==> config.mk <==
export PLATFORM = sky130hd
export DESIGN_NAME = woi_cordic
export DESIGN_NICKNAME = d
export VERILOG_FILES = /design/src/rtl/core/woi_pkg.sv /design/src/rtl/core/woi_cordic.sv
export SDC_FILE = /design/constraint.sdc
export NUM_CORES = 1
export LEC_CHECK = 0
export BUFFER_PORTS_ARGS = -buffer_cell sky130_fd_sc_hd__buf_2
export CORE_MARGIN = 1
export CORE_UTILIZATION = 55
export DETAILED_ROUTE_END_ITERATION = 8
export HOLD_SLACK_MARGIN = 0.02
export PLACE_DENSITY = 0.76
export RECOVER_POWER = 100
export SYNTH_ARGS = -nofsm -noshare
export SYNTH_HDL_FRONTEND = slang
export SYNTH_SLANG_ARGS = --single-unit
==> constraint.sdc <==
create_clock -name clk_i -period 8.4 [get_ports clk_i]
set_input_delay 0.84 -clock clk_i [delete_from_list [all_inputs] [get_ports clk_i]]
set_output_delay 0.84 -clock clk_i [all_outputs]
set_load 0.05 [all_outputs]
==> src/rtl/core/woi_pkg.sv <==
`timescale 1ns / 1ps
// ----------------------------------------------------------------------------
// woi_pkg
// Shared constants and the CORDIC arctangent table of the odometry integrator.
// ----------------------------------------------------------------------------
package woi_pkg;

  localparam int unsigned ATAN_LEN = 24;
  localparam int unsigned CW       = 34;  // CORDIC x/y/z width
  localparam int unsigned DIV_W    = 64;  // divider operand width

  localparam logic [31:0]        PHASE_K         = 32'd2239906698;
  localparam logic signed [CW-1:0] CORDIC_GAIN_Q30 = 34'sd652032874;

  localparam logic [1:0] ST_OK      = 2'd0;
  localparam logic [1:0] ST_SEQ_ERR = 2'd1;
  localparam logic [1:0] ST_ZERO_DT = 2'd2;

  // Arctangent of 2^-i in units of 2^-32 turn.
  function automatic logic [31:0] atan_turn(input logic [4:0] idx);
    logic [31:0] v;
    v = 32'd0;
    unique case (idx)
      5'd0:  v = 32'd536870912;
      5'd1:  v = 32'd316933406;
      5'd2:  v = 32'd167458907;
      5'd3:  v = 32'd85004756;
      5'd4:  v = 32'd42667331;
      5'd5:  v = 32'd21354465;
      5'd6:  v = 32'd10679838;
      5'd7:  v = 32'd5340245;
      5'd8:  v = 32'd2670163;
      5'd9:  v = 32'd1335087;
      5'd10: v = 32'd667544;
      5'd11: v = 32'd333772;
      5'd12: v = 32'd166886;
      5'd13: v = 32'd83443;
      5'd14: v = 32'd41722;
      5'd15: v = 32'd20861;
      5'd16: v = 32'd10430;
      5'd17: v = 32'd5215;
      5'd18: v = 32'd2608;
      5'd19: v = 32'd1304;
      5'd20: v = 32'd652;
      5'd21: v = 32'd326;
      5'd22: v = 32'd163;
      5'd23: v = 32'd81;
      default: v = 32'd0;
    endcase
    return v;
  endfunction

endpackage

==> src/rtl/core/woi_cordic.sv <==
`timescale 1ns / 1ps
// ----------------------------------------------------------------------------
// woi_cordic
// Iterative rotation-mode CORDIC, one micro-rotation per cycle.
// ----------------------------------------------------------------------------
module woi_cordic
  import woi_pkg::*;
#(
  parameter int CORDIC_STEPS = 16
) (
  input  logic                 clk_i,
  input  logic                 rst_ni,
  input  logic                 start_i,
  input  logic [31:0]          phase_i,
  output logic                 done_o,
  output logic signed [CW-1:0] cos_o,
  output logic signed [CW-1:0] sin_o
);

  localparam int STEPS = (CORDIC_STEPS > ATAN_LEN) ? ATAN_LEN : CORDIC_STEPS;

  logic                 busy_q, flip_q, done_q;
  logic [4:0]           cnt_q;
  logic signed [CW-1:0] x_q, y_q, z_q, cos_q, sin_q;
  logic signed [CW-1:0] nx, ny, nz, at;
  logic [31:0]          ph_rot;
  logic                 flip_in;

  assign flip_in = phase_i[31] ^ phase_i[30];  // phase in [1/4, 3/4) turn
  assign ph_rot  = flip_in ? (phase_i + 32'h8000_0000) : phase_i;
  assign at      = signed'({2'b00, atan_turn(cnt_q)});

  always_comb begin
    if (!z_q[CW-1]) begin
      nx = x_q - (y_q >>> cnt_q);
      ny = y_q + (x_q >>> cnt_q);
      nz = z_q - at;
    end else begin
      nx = x_q + (y_q >>> cnt_q);
      ny = y_q - (x_q >>> cnt_q);
      nz = z_q + at;
    end
  end

  always_ff @(posedge clk_i or negedge rst_ni) begin
    if (!rst_ni) begin
      busy_q <= 1'b0;
      done_q <= 1'b0;
      cnt_q  <= '0;
    end else begin
      done_q <= 1'b0;
      if (start_i) begin
        busy_q <= 1'b1;
        cnt_q  <= '0;
      end else if (busy_q) begin
        cnt_q <= cnt_q + 5'd1;
        if (cnt_q == 5'(STEPS - 1)) begin
          busy_q <= 1'b0;
          done_q <= 1'b1;
        end
      end
    end
  end

  always_ff @(posedge clk_i) begin
    if (start_i) begin
      flip_q <= flip_in;
      x_q    <= CORDIC_GAIN_Q30;
      y_q    <= '0;
      z_q    <= CW'(signed'(ph_rot));
    end else if (busy_q) begin
      x_q <= nx;
      y_q <= ny;
      z_q <= nz;
      if (cnt_q == 5'(STEPS - 1)) begin
        cos_q <= flip_q ? -nx : nx;
        sin_q <= flip_q ? -ny : ny;
      end
    end
  end

  assign done_o = done_q;
  assign cos_o  = cos_q;
  assign sin_o  = sin_q;

endmodule

==> flow_metrics.py <==
metrics = {
    "synthesis": {
        "synth_area_leader_cell": "edfxtp_1",
        "async_flop_share_pct": 3.93,
        "synth_top_area_share_pct": 15.2,
        "synth.area.top_cells": "edfxtp_1 (15%), mux4_2 (11%), xnor2_1 (6.9%)",
        "synth_common_cells": "nor2_1 (240), nand2_1 (193), a21oi_1 (178)",
        "yosys.cell_types.count": 92,
        "synthCells": 2362,
        "ys.flop_type": "edfxtp_1",
        "ys_seq_area_share_pct": 22.8,
        "synth_edf_count": 103,
        "syn_nets": 2511,
        "yosysMostFrequentCell": "nor2_1",
        "syn_area_sq_mm": 0.0203,
        "synth-seq-cells": 178,
        "syn-mean-instance-area_sq_um": 8.60,
        "synth_warnings": 0,
    },
    "floorplanning": {
        "dieArea_sq_mm": 0.0377,
        "core_sq_mm": 0.0364,
        "die_width_um": 194,
        "die_y_um": 194,
        "core.rowCount": 70,
        "start_util_pct": 55.8,
        "ioPinCount": 104,
    },
    "global_routing": {
        "grt-ovfl-total": 0,
        "grt_use_total_pct": 34.8,
        "grt_pass1_vias": 18500,
        "grt_max_degree": 78,
        "antenna_found_initial": 1,
        "grt_pass1_wl_um": 104000,
    },
    "clock_tree": {
        "clk_latency_ps": 480,
        "ctsResizeCount": 0,
        "cts.clk_slew.worst_paths_ps": 70,
        "cts_root_buf": "clkbuf_16",
        "numCtsBuffers": 17,
        "cts_tree": "built",
        "ctsHoldBuffers": 0,
        "clockBufferDepth": 2,
        "htreeDepth": 4,
        "postCtsSetupBuffers": 0,
        "numClockSinks": 178,
    },
    "flow_run": {
        "drv_cap": 4,
    },
    "status": {
        "violations": "capacitance limit, slew limit",
        "outcome": "finished with violations",
    },
    "sta": {
        "setup_viol": 0,
        "rsz0062_at_grt": "no",
        "layout_min_cycle_time_ps": 7820,
        "slew-limit-headroom_pct": -124,
        "fmax_mhz": 128,
        "finalCritPeriodShare_pct": 93.1,
        "maxSlewViolCount": 249,
        "hold_violations": 0,
        "tightest_slew_ps": 3360,
        "skew_ps": 13.6,
        "final.setup.tns_ps": 0,
    },
    "placement": {
        "dp_hpwl_um": 49000,
        "gp_congestion": 0.984,
        "io_buffer_count": 103,
    },
    "layout": {
        "area_delta_synth_final_pct": 6.69,
        "drive_above_1_share_pct": 11.5,
        "fin_nets": 2548,
    },
    "routing": {
        "first_iter_violations": 1995,
        "wl_per_cell_um": 22.8,
        "route.detailed.drc": 0,
        "wirelength_um": 65600,
        "dr.pass1.iters": 6,
        "vias": 19400,
        "postRouteAntennaNets": 0,
        "routed_via_density": 6.73,
    },
    "critical_path": {
        "arrival_ps": 8040,
        "end_kind": "flop",
        "r2r_cells": 21,
        "r2r-end": "sin_o[32]",
        "cp_max_fo": 53,
        "r2r_start": "cnt_q[0]",
        "ff2ff_setup_slack_ps": 580,
        "critPathLaunchType": "flop",
        "required_ps": 8630,
        "path_class": "flop to flop",
    },
    "hold_path": {
        "min_path_type": "input pin to async pin",
    },
}
how the worst max path moves through the flow:
stage | startpoint | to | depth (start not counted)
after floorplan | cnt_q[2] | cos_o[0] | 12
after global placement | cnt_q[1] | sin_o[24] | 22
after detailed placement | cnt_q[1] | sin_o[32] | 22
after CTS | cnt_q[1] | cos_o[33] | 23
after global routing | cnt_q[1] | cos_o[33] | 23
final | cnt_q[0] | sin_o[32] | 21
flip-flops by register name, summed over array words and instances (netlist names):
register,count
cos_o,34
cnt_q,5
y_q,34
x_q,34
z_q,34
busy_q,1
sin_o,34
flip_q,1
done_o,1
routing by layer:
metal  up-vias  GRT usage, %  wire [um]
met5         -             0          0
met2       931          58.6      31300
met4         0          15.2       2660
met3       181          4.19       4940
met1      9326          44.9      26600
li1       8945             -          -
cell type report:
class | instances | area (sq um)
Timing Repair Buffer | 166 | 863
Sequential cell | 178 | 4650
Multi-Input combinational cell | 1968 | 14800
Tap cell | 468 | 586
Inverter | 68 | 255
Clock inverter | 12 | 116
Antenna cell | 1 | 2.50
Fill cell | 3296 | 14800
Clock buffer | 20 | 437
placed cells by master (no fill, tap or decap), types with 56 or more instances in the layout:
cell type,synthesis,layout
xnor2_1,161,161
nand2_1,193,193
clkbuf_1,93,87
edfxtp_1,103,103
inv_1,64,64
nor3_1,56,56
ha_1,111,111
a21oi_1,178,178
dfxtp_1,68,68
xor2_1,72,72
mux4_2,95,95
mux2i_1,92,92
o21ai_0,158,161
nor2_1,240,240
kinds of logic (layout without fill, tap and decap cells):
| logic type | Yosys count | after routing | share of synthesized area [%] |
|---|---|---|---|
| and+or+nand+nor | 705 | 705 | 16.6 |
| AOI/OAI and AO/OA | 700 | 700 | 22.4 |
| xor gates and xnor gates | 233 | 233 | 10.0 |
| muxes | 216 | 216 | 16.7 |
| buffers and inverters | 216 | 266 | 4.40 |
| DFF | 178 | 178 | 22.8 |
| adders and majority gates | 114 | 114 | 7.13 |
| other | 0 | 1 | 0 |
critical path, cell delays in order (launching register included):
cell and delay (ps):
dfrtp_4 430, buf_4 680, mux4_2 640, mux2i_1 150
o22ai_1 100, a2111oi_0 470, clkbuf_1 220, ha_1 250
o21ai_0 390, clkbuf_1 220, fa_1 250, a21o_1 190
a31oi_2 110, o21ai_0 590, nand2_1 160, xnor2_1 240
or3_1 460, or4_1 570, or4b_1 550, or3b_4 470
o31ai_1 260, xnor2_1 100
stage by stage:
step / util [%] / area [sq um] / worst slack, ps / hold slack, ps / std cells
final: 59.5 / 21700 / 582 / 290 / 2881
after global routing: 59.5 / 21700 / 73.1 / 317 / 2880
after CTS: 60.0 / 21800 / 811 / 189 / 2880
after detailed placement: 58.4 / 21300 / 871 / 503 / 2848
after global placement: 58.4 / 21300 / 997 / 488 / 2848
after floorplan: - / 20300 / 116 / 466 / 2362
Power is not shown: default switching activity piles up to over one toggle a cycle in this logic, so the estimate is an artifact.
