===== src/rtl/core/woi_pkg.sv =====
`timescale 1ns / 1ps
// ----------------------------------------------------------------------------
// woi_pkg
// Shared constants and the CORDIC arctangent table of the odometry integrator.
// ----------------------------------------------------------------------------
package woi_pkg;

  localparam int unsigned ATAN_LEN = 24;
  localparam int unsigned CW       = 34;  // CORDIC x/y/z width
  localparam int unsigned DIV_W    = 64;  // divider operand width

  localparam logic [31:0]        PHASE_K         = 32'd2239906698;
  localparam logic signed [CW-1:0] CORDIC_GAIN_Q30 = 34'sd652032874;

  localparam logic [1:0] ST_OK      = 2'd0;
  localparam logic [1:0] ST_SEQ_ERR = 2'd1;
  localparam logic [1:0] ST_ZERO_DT = 2'd2;

  // Arctangent of 2^-i in units of 2^-32 turn.
  function automatic logic [31:0] atan_turn(input logic [4:0] idx);
    logic [31:0] v;
    v = 32'd0;
    unique case (idx)
      5'd0:  v = 32'd536870912;
      5'd1:  v = 32'd316933406;
      5'd2:  v = 32'd167458907;
      5'd3:  v = 32'd85004756;
      5'd4:  v = 32'd42667331;
      5'd5:  v = 32'd21354465;
      5'd6:  v = 32'd10679838;
      5'd7:  v = 32'd5340245;
      5'd8:  v = 32'd2670163;
      5'd9:  v = 32'd1335087;
      5'd10: v = 32'd667544;
      5'd11: v = 32'd333772;
      5'd12: v = 32'd166886;
      5'd13: v = 32'd83443;
      5'd14: v = 32'd41722;
      5'd15: v = 32'd20861;
      5'd16: v = 32'd10430;
      5'd17: v = 32'd5215;
      5'd18: v = 32'd2608;
      5'd19: v = 32'd1304;
      5'd20: v = 32'd652;
      5'd21: v = 32'd326;
      5'd22: v = 32'd163;
      5'd23: v = 32'd81;
      default: v = 32'd0;
    endcase
    return v;
  endfunction

endpackage


===== src/rtl/core/woi_divider.sv =====
`timescale 1ns / 1ps
// ----------------------------------------------------------------------------
// woi_divider
// Restoring divider, one quotient bit per cycle, signed 32-bit saturated out.
// ----------------------------------------------------------------------------
module woi_divider
  import woi_pkg::*;
(
  input  logic              clk_i,
  input  logic              rst_ni,
  input  logic              start_i,
  input  logic [DIV_W-1:0]  num_i,   // magnitude, rounding offset included
  input  logic [DIV_W-1:0]  den_i,
  input  logic              neg_i,
  output logic              done_o,
  output logic signed [31:0] res_o
);

  logic               busy_q, done_q, neg_q;
  logic [5:0]         cnt_q;
  logic [DIV_W-1:0]   rem_q, quo_q, den_q, rem_n, quo_n;
  logic [DIV_W:0]     trial;
  logic signed [31:0] res_q, sat;

  assign trial = {rem_q, quo_q[DIV_W-1]};

  always_comb begin
    if (trial >= {1'b0, den_q}) begin
      rem_n = DIV_W'(trial - {1'b0, den_q});
      quo_n = {quo_q[DIV_W-2:0], 1'b1};
    end else begin
      rem_n = trial[DIV_W-1:0];
      quo_n = {quo_q[DIV_W-2:0], 1'b0};
    end
  end

  always_comb begin
    if (!neg_q) begin
      sat = (|quo_n[DIV_W-1:31]) ? 32'sh7FFF_FFFF : signed'(quo_n[31:0]);
    end else if ((|quo_n[DIV_W-1:32]) || (quo_n[31] && (|quo_n[30:0]))) begin
      sat = 32'sh8000_0000;
    end else begin
      sat = signed'(-quo_n[31:0]);
    end
  end

  always_ff @(posedge clk_i or negedge rst_ni) begin
    if (!rst_ni) begin
      busy_q <= 1'b0;
      done_q <= 1'b0;
      cnt_q  <= '0;
    end else begin
      done_q <= 1'b0;
      if (start_i) begin
        busy_q <= 1'b1;
        cnt_q  <= '0;
      end else if (busy_q) begin
        cnt_q <= cnt_q + 6'd1;
        if (cnt_q == 6'(DIV_W - 1)) begin
          busy_q <= 1'b0;
          done_q <= 1'b1;
        end
      end
    end
  end

  always_ff @(posedge clk_i) begin
    if (start_i) begin
      rem_q <= '0;
      quo_q <= num_i;
      den_q <= den_i;
      neg_q <= neg_i;
    end else if (busy_q) begin
      rem_q <= rem_n;
      quo_q <= quo_n;
      if (cnt_q == 6'(DIV_W - 1)) res_q <= sat;
    end
  end

  assign done_o = done_q;
  assign res_o  = res_q;

endmodule


===== config.mk =====
export PLATFORM = sky130hd
export DESIGN_NAME = woi_divider
export DESIGN_NICKNAME = d
export VERILOG_FILES = /design/src/rtl/core/woi_pkg.sv /design/src/rtl/core/woi_divider.sv
export SDC_FILE = /design/constraint.sdc
export NUM_CORES = 1
export LEC_CHECK = 0
export BUFFER_PORTS_ARGS = -buffer_cell sky130_fd_sc_hd__buf_2
export CORE_MARGIN = 2
export CORE_UTILIZATION = 66
export CTS_BUF_LIST = sky130_fd_sc_hd__clkbuf_4
export DETAILED_ROUTE_END_ITERATION = 6
export PLACE_DENSITY = 0.95
export SYNTH_ARGS = -nofsm -noshare
export SYNTH_HDL_FRONTEND = slang
export SYNTH_SLANG_ARGS = --single-unit

===== constraint.sdc =====
create_clock -name clk_i -period 7.59 [get_ports clk_i]
set_input_delay 0.3795 -clock clk_i [delete_from_list [all_inputs] [get_ports clk_i]]
set_output_delay 0.3795 -clock clk_i [all_outputs]
set_load 0.005 [all_outputs]

==> metrics.yaml, run 1 <==
worst_setup_path:
  max_stage_delay_ns: 0.69
  crit_path_start_kind: "flip-flop"
  rr_startpoint: "den_q[12]"
  worstSetupPathType: "flip-flop to flip-flop"
  crit_arrival_ns: 6.35
  worstPathMaxFanout: 19
  startpoint: "den_q[12]"
  crit_chain: "inv_1, ha_1, a21oi_1, o21ai_0, a41o_1, a221oi_1, o31ai_1, nand4_1, and3_1, o211ai_1, buf_4, nor2_1, nand4_1, ha_1, nor3_1, nand2_1, o311ai_0"
  required_ns: 8.05
  slowest_stage: "o311ai_0"
  cp-end-kind: "flip-flop"
cts:
  cts_resized: 0
  clk_latency_ns: 0.76
  root_buffer: "clkbuf_4"
  path_clk_slew_ns: 0.08
  tritoncts.num_buffers: 60
  cts_tree: "yes"
  clock_path_buffers: 3
  clock-sinks: 233
  htreeDepth: 2
synthesis:
  synth_seq_cells: 233
  synth_adder_area_share_pct: 6.330
  synth.distinct_cells: 68
  synth_top_family_by_area: "compound AO/OA/AOI/OAI gates"
  synthSimpleGateAreaFrac_pct: 15.41
  syn_area_sq_um: 13560
  avgSynthCellArea_sq_um: 9.790
  synth-xor-area-share_pct: 3.811
  synth.area.mux_share_pct: 5.527
  synth-main-ff-cell: "edfxtp_1"
  syn_nets: 1585
  synth_compound_area_share_pct: 18.05
  synthCells: 1385
  synth-edff-count: 161
  ys_seq_area_share_pct: 46.58
  async_flop_share_pct: 3.433
  yosys_warnings: 0
power_and_ir_drop:
  vdd_drop_max_mv: 0.2560
  p_leak_nw: 7.091
  p_seq_share_pct: 35.1
  p_comb_share_pct: 41.0
  p_sw_share_pct: 39.72
  p_sw_w: 0.002018
  p_int_w: 0.003063
  p_per_area_nw_per_um2: 305.0
  clkPwrFrac_pct: 23.9
final_layout:
  final_common_cell: "nand2_1"
  fin_util_pct: 82.60
  num-fill-cells: 1125
  drive_above_1_share_pct: 20.58
  multi_input_comb_area_sq_um: 6673
  nNetsFinal: 1880
  most-common-layout-cells: "nand2_1 (166), buf_2 (163), edfxtp_1 (161), nor2_1 (142), dlygate4sd3_1 (130)"
  area_delta_synth_final_pct: 22.87
  register_area_sq_um: 6320
route:
  drt_wl_total_mm: 41.20
  vias: 12860
  routedWlPerCell_microns: 20.59
  drc: 0
  ant_nets: 0
  via_per_inst: 6.424
  drtIter0Drc: 1412
  drt_first_pass_iters: 6
global_routing:
  grt_usage_pct: 37.72
  antenna_found_initial: 3
  grt_pass1_vias: 12740
  use_met3_pct: 9.503
  grt_pass1_wl_mm: 64.75
  met2_usage_pct: 61.50
  grt_overflow: 0
  grt.busiest_layer: "met2"
  grt_max_degree: 113
  met1_usage_pct: 41.92
floorplanning:
  die_x_microns: 147.3
  core_area_sq_um: 20170
  die_h_microns: 147.3
  die_area_sq_um: 21710
  rows: 52
  start_util_pct: 67.23
  num_io_pins: 165
timing:
  relSlewSlack_pct: 28.36
  fin_skew_ns: 0.09819
  min_period_ns: 5.899
  fmax_mhz: 169.5
  fin_crit_sh_pct: 77.72
  drv_slew: 0
  finalSetupTns_ns: 0
  final_hold_viol_count: 0
  setup_viol: 0
  worstMarginPinSlew_ns: 1.075
  rsz0062_at_grt: "no"
placement:
  place_congestion: 0.9370
  port_buffers: 164
  dp_hpwl_mm: 22.49
hold_path:
  hold_path_class: "input port to asynchronous set/reset pin"
run_status:
  outcome: "finished clean"
job:
  cap_violations: 0
registers in the layout, indices dropped and copies added (netlist names):
signal and count:
neg_q 1, quo_q 64, cnt_q 6, done_o 1, busy_q 1, rem_q 64, res_o 32, den_q 64
layout make-up:
class,instances,area share (%)
inverter,85,1.915
antenna,1,0.01502
clock inverter,27,1.134
sequential,233,37.93
timing repair buffer,301,13.09
tap,270,2.028
multi-input combinational,999,40.05
clock buffer,85,3.830
layer usage:
layer	share of wire [%]	wire, microns
met1	35	14270
met4	9.0	3707
met3	9.8	4045
met2	47	19160
met5	0.032	13
critical path, delay by kind of cell (launching register included):
kind	cells	cell delay [ns]
flops	1	0.33
buf+inv	2	0.26
fa+ha+maj	2	0.58
compound gates	7	2.20
simple gates	6	2.23
power by group through the flow:
stage | Combinational, W | Sequential, W | Clock, W
after floorplan | 0.00152 | 0.00173 | 0
after global placement | 0.00185 | 0.00177 | 0
after detailed placement | 0.00191 | 0.00178 | 0
after CTS | 0.00198 | 0.00176 | 0.00118
after global routing | 0.00227 | 0.00180 | 0.00128
final | 0.00208 | 0.00178 | 0.00121
through the flow:
step | hold WS, ns | total power, W | setup slack [ns] | cells | area [sq um]
floorplan | 0.08391 | 0.003252 | 2.623 | 1385 | 13560
global placement | 0.2273 | 0.003617 | 2.471 | 1758 | 14530
detailed placement | 0.2365 | 0.003692 | 2.160 | 1758 | 14530
CTS | 0.01778 | 0.004916 | 2.094 | 2000 | 16660
global route | 0.03893 | 0.005359 | 1.448 | 2001 | 16660
finish | 0.05475 | 0.005081 | 1.691 | 2001 | 16660
repair_timing:
item                                   4_1_cts  5_1_grt
endpoints found under the hold margin      137        0
hold buffers                               130        0
buffers inserted                             0        0
synthesized netlist by cell type (5+ instances only):
library cell	n	area (sq um)
o21ai_0	53	265.3
xnor2_1	33	289.0
nor3_1	30	150.1
a31o_2	5	43.79
nand3_1	10	50.05
a211oi_1	14	105.1
o221ai_1	6	52.55
a31oi_1	6	37.54
a21o_1	45	337.8
nand4_1	32	200.2
o311ai_0	9	78.83
dfxtp_1	64	1281
and3_1	8	50.05
ha_1	67	838.3
edfxtp_1	161	4835
nor2b_1	10	62.56
o211a_1	7	70.07
a21oi_1	79	395.4
o21a_1	7	52.55
xor2_1	26	227.7
nor4_1	19	118.9
mux2_2	63	709.4
dfrtp_1	8	200.2
or3_1	11	68.82
or2_2	6	37.54
nand2_1	166	623.1
clkbuf_1	58	217.7
nor2_1	142	533.0
o211ai_1	13	97.59
a311oi_1	53	464.2
buf_2	6	30.03
inv_1	84	315.3
a221oi_1	7	61.31
o21bai_1	7	52.55
cell families after synthesis:
family          Yosys count
fa+ha+maj                68
mux                      67
simple gates            457
flops                   233
xor+xnor                 59
buf+inv                 153
compound gates          348
final timing paths:
check | endpoint | slack, ns | cells past startpoint
worst min-delay path | cnt_q[4] | 0.05 | 2
max in group asynchronous | busy_q | 7.33 | 2
worst min register to register | rem_q[52] | 0.46 | 2
worst max-delay path | res_o[2] | 1.69 | 17
min in group clk_i | cnt_q[0] | 0.24 | 2
worst max register to register | res_o[2] | 1.69 | 17
Note: power is estimated with default switching activity, not from simulation.
==> run 2: changes to the inputs <==
--- a/config.mk
+++ b/config.mk
@@ -7,10 +7,10 @@
 export LEC_CHECK = 0
 export BUFFER_PORTS_ARGS = -buffer_cell sky130_fd_sc_hd__buf_2
 export CORE_MARGIN = 2
-export CORE_UTILIZATION = 66
+export CORE_UTILIZATION = 61
 export CTS_BUF_LIST = sky130_fd_sc_hd__clkbuf_4
 export DETAILED_ROUTE_END_ITERATION = 6
-export PLACE_DENSITY = 0.95
+export PLACE_DENSITY = 0.9
 export SYNTH_ARGS = -nofsm -noshare
 export SYNTH_HDL_FRONTEND = slang
 export SYNTH_SLANG_ARGS = --single-unit
==> constraint.sdc (replaced) <==
create_clock -name clk_i -period 5.8 [get_ports clk_i]
set_input_delay 0.29 -clock clk_i [delete_from_list [all_inputs] [get_ports clk_i]]
set_output_delay 0.29 -clock clk_i [all_outputs]
set_load 0.005 [all_outputs]
==> metrics.yaml, run 2 (synthesis results as in run 1) <==
final_layout:
  nNetsFinal: 1885
  num-fill-cells: 1369
  drive_above_1_share_pct: 20.74
  fin_util_pct: 76.46
  reg_top3: "den_q (64), quo_q (64), rem_q (64)"
  layout.cells.non_filler: 2022
  stdcell_area_sq_um: 16690
  area_delta_synth_final_pct: 23.07
  final_common_cell: "nand2_1"
  most-common-layout-cells: "nand2_1 (166), buf_2 (163), edfxtp_1 (161), nor2_1 (142), dlygate4sd3_1 (131)"
timing:
  fin_crit_sh_pct: 95.28
  fin_skew_ns: 0.09282
  relSlewSlack_pct: 25.85
  hold_ws_ns: 0.1336
  setup_viol: 0
  drv_slew: 0
  worstMarginPinSlew_ns: 1.108
  finalSetupTns_ns: 0
  min_period_ns: 5.526
  rsz0062_at_grt: "no"
  fmax_mhz: 181.0
  final_hold_viol_count: 0
worst_setup_path:
  crit_arrival_ns: 6.10
  cp-end-kind: "flip-flop"
  cp_top_family: "compound AO/OA/AOI/OAI gates"
  crit_buf_inv: 2
  worstPathMaxFanout: 18
  crit_path_start_kind: "flip-flop"
  crit_chain: "inv_1, ha_1, a21oi_1, o21ai_0, a41o_1, a221oi_1, o31ai_1, nand4_1, and3_1, o211ai_1, nor2_1, nand4_1, ha_1, or3_1, buf_4, nor2_1, o21ai_0, a21oi_1"
  max_stage_delay_ns: 0.53
  r2r_cells: 18
  worstSetupPathType: "flip-flop to flip-flop"
  r2r-end: "res_o[11]"
  required_ns: 6.37
  rr_startpoint: "den_q[12]"
  startpoint: "den_q[12]"
  slowest_stage: "a221oi_1"
  rrSetupSlack_ns: 0.27
route:
  drt_first_pass_iters: 7
  drt_wl_total_mm: 39.99
  drtIter0Drc: 1486
  ant_nets: 0
  drc: 0
  vias: 12810
  routedWlPerCell_microns: 19.78
  via_per_inst: 6.336
floorplanning:
  core_area_sq_um: 21820
  start_util_pct: 62.13
  die_area_sq_um: 23440
  num_io_pins: 165
  die_h_microns: 153.1
  rows: 54
  die_x_microns: 153.1
placement:
  dp_hpwl_mm: 22.44
  port_buffers: 164
  dp_cells: 1771
  place_congestion: 0.9521
  placed_area_sq_um: 14560
run_status:
  outcome: "finished clean"
hold_path:
  whs_path_depth: 1
  whs_endpoint: "den_q[60]"
  hold_path_class: "input port to flip-flop"
  min_from: "start_i"
cts:
  path_clk_slew_ns: 0.07
  clock_path_buffers: 3
  htreeDepth: 2
  cts_tree: "yes"
  cts_setup_buffers: 0
  clk_latency_ns: 0.76
  clock-sinks: 233
  root_buffer: "clkbuf_4"
  tritoncts.num_buffers: 61
power_and_ir_drop:
  p_int_w: 0.003940
  p_seq_share_pct: 35.5
  p_sw_w: 0.002611
  p_leak_nw: 7.098
  clkPwrFrac_pct: 23.0
  p_per_area_nw_per_um2: 392.5
  vdd_drop_max_mv: 0.2899
  p_sw_share_pct: 39.86
  p_comb_share_pct: 41.4
global_routing:
  antenna_found_initial: 5
  grt_max_degree: 81
  grt_usage_pct: 33.04
  grt_overflow: 0
  grt_pass1_vias: 12510
  grt_pass1_wl_mm: 63.18
job:
  cap_violations: 0
==> run 2: worst max-delay path by stage <==
stage,end,slack [ns],depth (start not counted)
5_1_grt,res_o[11],0.03,18
3_5_place_dp,res_o[11],0.62,18
6_report,res_o[11],0.27,18
3_3_place_gp,res_o[17],0.91,18
4_1_cts,res_o[9],0.56,14
2_1_floorplan,res_o[16],0.83,21
==> run 2: cell type report <==
type / instances / area, sq um / area share [%]
Antenna cell: 6 / 15.01 / 0.08998
Clock buffer: 81 / 608.1 / 3.644
Clock inverter: 33 / 183.9 / 1.102
Inverter: 85 / 319.1 / 1.912
Multi-Input combinational cell: 999 / 6678 / 40.02
Sequential cell: 233 / 6320 / 37.87
Tap cell: 280 / 350.3 / 2.099
Timing Repair Buffer: 305 / 2213 / 13.26
==> run 2: per-stage QoR <==
step                      setup slack [ns]  total power, W
after floorplan                     0.8330        0.004256
after global placement              0.9104        0.004744
after detailed placement            0.6207        0.004827
after CTS                           0.5556        0.006359
after global routing               0.02754        0.006922
final                               0.2740        0.006551
==> run 2: worst reg2reg max path, stage by stage (launching register included) <==
cell	delay, ns
edfxtp_1	0.33
inv_1	0.04
ha_1	0.36
a21oi_1	0.29
o21ai_0	0.15
a41o_1	0.26
a221oi_1	0.53
o31ai_1	0.29
nand4_1	0.16
and3_1	0.35
o211ai_1	0.19
nor2_1	0.36
nand4_1	0.15
ha_1	0.23
or3_1	0.44
buf_4	0.23
nor2_1	0.50
o21ai_0	0.30
a21oi_1	0.21
==> run 2: power groups by stage <==
stage	clock network (W)	logic (W)	registers (W)
2_1_floorplan	0	0.00199	0.00226
3_3_place_gp	0	0.00243	0.00231
6_report	0.00151	0.00271	0.00233
3_5_place_dp	0	0.00250	0.00233
5_1_grt	0.00160	0.00297	0.00235
4_1_cts	0.00147	0.00259	0.00230
==> run 2: per-layer routing <==
| layer | up-vias | global-route usage (%) | routed length, microns |
|---|---|---|---|
| met5 | - | 0 | 14 |
| met4 | 2 | 20.24 | 2589 |
| met3 | 228 | 7.003 | 3543 |
| met2 | 830 | 54.97 | 19050 |
| met1 | 5952 | 39.33 | 14790 |
| li1 | 5800 | - | - |
==> run 2: repair_timing <==
| action | 4_1_cts | 5_1_grt |
|---|---|---|
| setup endpoints to repair | 0 | 1 |
| endpoints found under the hold margin | 137 | 0 |
| hold buffers | 131 | 0 |
| resized for setup | 0 | 1 |
==> run 3: changes to the inputs <==
--- a/config.mk
+++ b/config.mk
@@ -6,6 +6,7 @@
 export NUM_CORES = 1
 export LEC_CHECK = 0
 export BUFFER_PORTS_ARGS = -buffer_cell sky130_fd_sc_hd__buf_2
+export CORE_ASPECT_RATIO = 1.75
 export CORE_MARGIN = 2
 export CORE_UTILIZATION = 61
 export CTS_BUF_LIST = sky130_fd_sc_hd__clkbuf_4
==> metrics.yaml, run 3 (synthesis results as in run 1) <==
run_status:
  outcome: "finished clean"
global_routing:
  grt_pass1_wl_mm: 59.22
  grt_max_degree: 159
  grt_pass1_vias: 12530
  grt_overflow: 0
  antenna_found_initial: 1
  grt_usage_pct: 31.66
placement:
  place_congestion: 0.9361
  placed_area_sq_um: 14610
  port_buffers: 164
  dp_hpwl_mm: 23.48
timing:
  finalSetupTns_ns: 0
  rsz0062_at_grt: "no"
  fin_skew_ns: 0.05587
  drv_slew: 0
  min_period_ns: 5.357
  worstMarginPinSlew_ns: 1.242
  fmax_mhz: 186.7
  final_hold_viol_count: 0
  setup_viol: 0
  relSlewSlack_pct: 17.17
  hold_ws_ns: 0.2536
  fin_crit_sh_pct: 92.37
worst_setup_path:
  cp-end-kind: "flip-flop"
  rrSetupSlack_ns: 0.44
  r2r_cells: 17
  rr_startpoint: "den_q[12]"
  slowest_stage: "nor3_1"
  cp-endpoint: "res_o[30]"
  max_stage_delay_ns: 0.54
  r2r-end: "res_o[30]"
  crit_buf_inv: 2
  crit_arrival_ns: 5.84
  crit_cells: 17
  worstSetupPathType: "flip-flop to flip-flop"
  startpoint: "den_q[12]"
  crit_path_start_kind: "flip-flop"
  worstPathMaxFanout: 14
  crit_chain: "inv_1, ha_1, a21oi_1, o21ai_0, a41o_1, a221oi_1, o31ai_1, nand4_1, and3_1, o211ai_1, nor2_1, nand4_1, ha_1, nor3_1, nand2_1, buf_4, o311ai_0"
  cp_top_family: "compound AO/OA/AOI/OAI gates"
  required_ns: 6.28
route:
  drt_first_pass_iters: 6
  wl_met2_mm: 20.28
  drtIter0Drc: 1155
  drt_wl_total_mm: 37.18
  wl_met1_mm: 12.74
  routedWlPerCell_microns: 18.37
  vias: 12270
  dr.max_layer_used: "met4"
  via_per_inst: 6.062
  drc: 0
  ant_nets: 0
  met3RoutedLength_mm: 2.032
final_layout:
  reg_top3: "den_q (64), quo_q (64), rem_q (64)"
  register_area_sq_um: 6320
  nNetsFinal: 1881
  most-common-layout-cells: "nand2_1 (166), buf_2 (163), edfxtp_1 (161), nor2_1 (142), dlygate4sd3_1 (132)"
  multi_input_comb_area_sq_um: 6673
  stdcell_area_sq_um: 16700
  num-fill-cells: 1486
  final_common_cell: "nand2_1"
  drive_above_1_share_pct: 20.50
  area_delta_synth_final_pct: 23.13
power_and_ir_drop:
  p_per_area_nw_per_um2: 385.7
  vdd_drop_max_mv: 0.2694
  p_leak_nw: 7.081
cts:
  htreeDepth: 2
  clk_latency_ns: 0.76
  tritoncts.num_buffers: 54
  clock_path_buffers: 3
  cts_resized: 0
  clock-sinks: 233
  cts_tree: "yes"
  path_clk_slew_ns: 0.08
  hold_buffers: 132
  cts_setup_buffers: 0
  root_buffer: "clkbuf_4"
floorplanning:
  die_x_microns: 116.7
  num_io_pins: 165
  rows: 72
  start_util_pct: 61.69
  die_h_microns: 201.2
  die_area_sq_um: 23480
  core_area_sq_um: 21980
hold_path:
  hold_path_class: "input port to flip-flop"
job:
  cap_violations: 0
## run 3: changes by cell type in the layout (fill, tap and decap cells not counted), sizes merged
cell         before  now
buf             174  176
bufinv            2    3
clkbuf           81   77
clkinv           30   21
clkinvlp          0    2
diode             6    1
dlygate4sd3     131  132
inv              86   84
## run 3: stage by stage
step | setup WS, ns | total power, W | std cells | util [%]
finish | 0.4426 | 0.006439 | 2024 | 75.96
CTS | 0.6789 | 0.006382 | 2023 | 75.94
global placement | 0.8394 | 0.004799 | 1789 | 66.47
detailed placement | 0.7256 | 0.004873 | 1789 | 66.47
floorplan | 0.8330 | 0.004256 | 1385 | -
global route | 0.2301 | 0.006832 | 2024 | 75.96
## run 3: where the power goes
group / internal, W / switching (W)
clock: 0.000751 / 0.000694
combinational: 0.00112 / 0.00156
sequential: 0.00208 / 0.000239
## run 3: worst register-to-register path: cells and delay by family, from the launching register on
kind	cells	cell delay [ns]
fa+ha+maj	2	0.51
buf+inv	2	0.35
simple gates	6	1.80
compound gates	7	2.07
flops	1	0.37
## run 3: how the worst min path moves through the flow
stage | slack, ns | cells after the start | to | start
5_1_grt | 0.24 | 2 | den_q[63] | den_i[63]
4_1_cts | 0.22 | 2 | den_q[19] | den_i[19]
3_3_place_gp | 0.14 | 1 | cnt_q[3] | rst_ni
2_1_floorplan | -0.006 | 0 | busy_q | rst_ni
6_report | 0.25 | 2 | den_q[0] | den_i[0]
3_5_place_dp | 0.14 | 1 | cnt_q[5] | rst_ni
## run 3: area by class of cell
cell class | instances | share of cell area (%)
multi-input combinational | 999 | 39.97
sequential | 233 | 37.85
timing repair buffer | 308 | 13.48
clock buffer | 77 | 3.462
tap | 296 | 2.218
inverter | 85 | 1.911
clock inverter | 25 | 1.094
antenna | 1 | 0.01499
## run 3: layer usage
metal / global-route usage, % / up-vias
li1: - / 5778
met4: 18.40 / 0
met3: 5.392 / 160
met1: 31.54 / 5777
met2: 59.23 / 554
met5: 0 / -
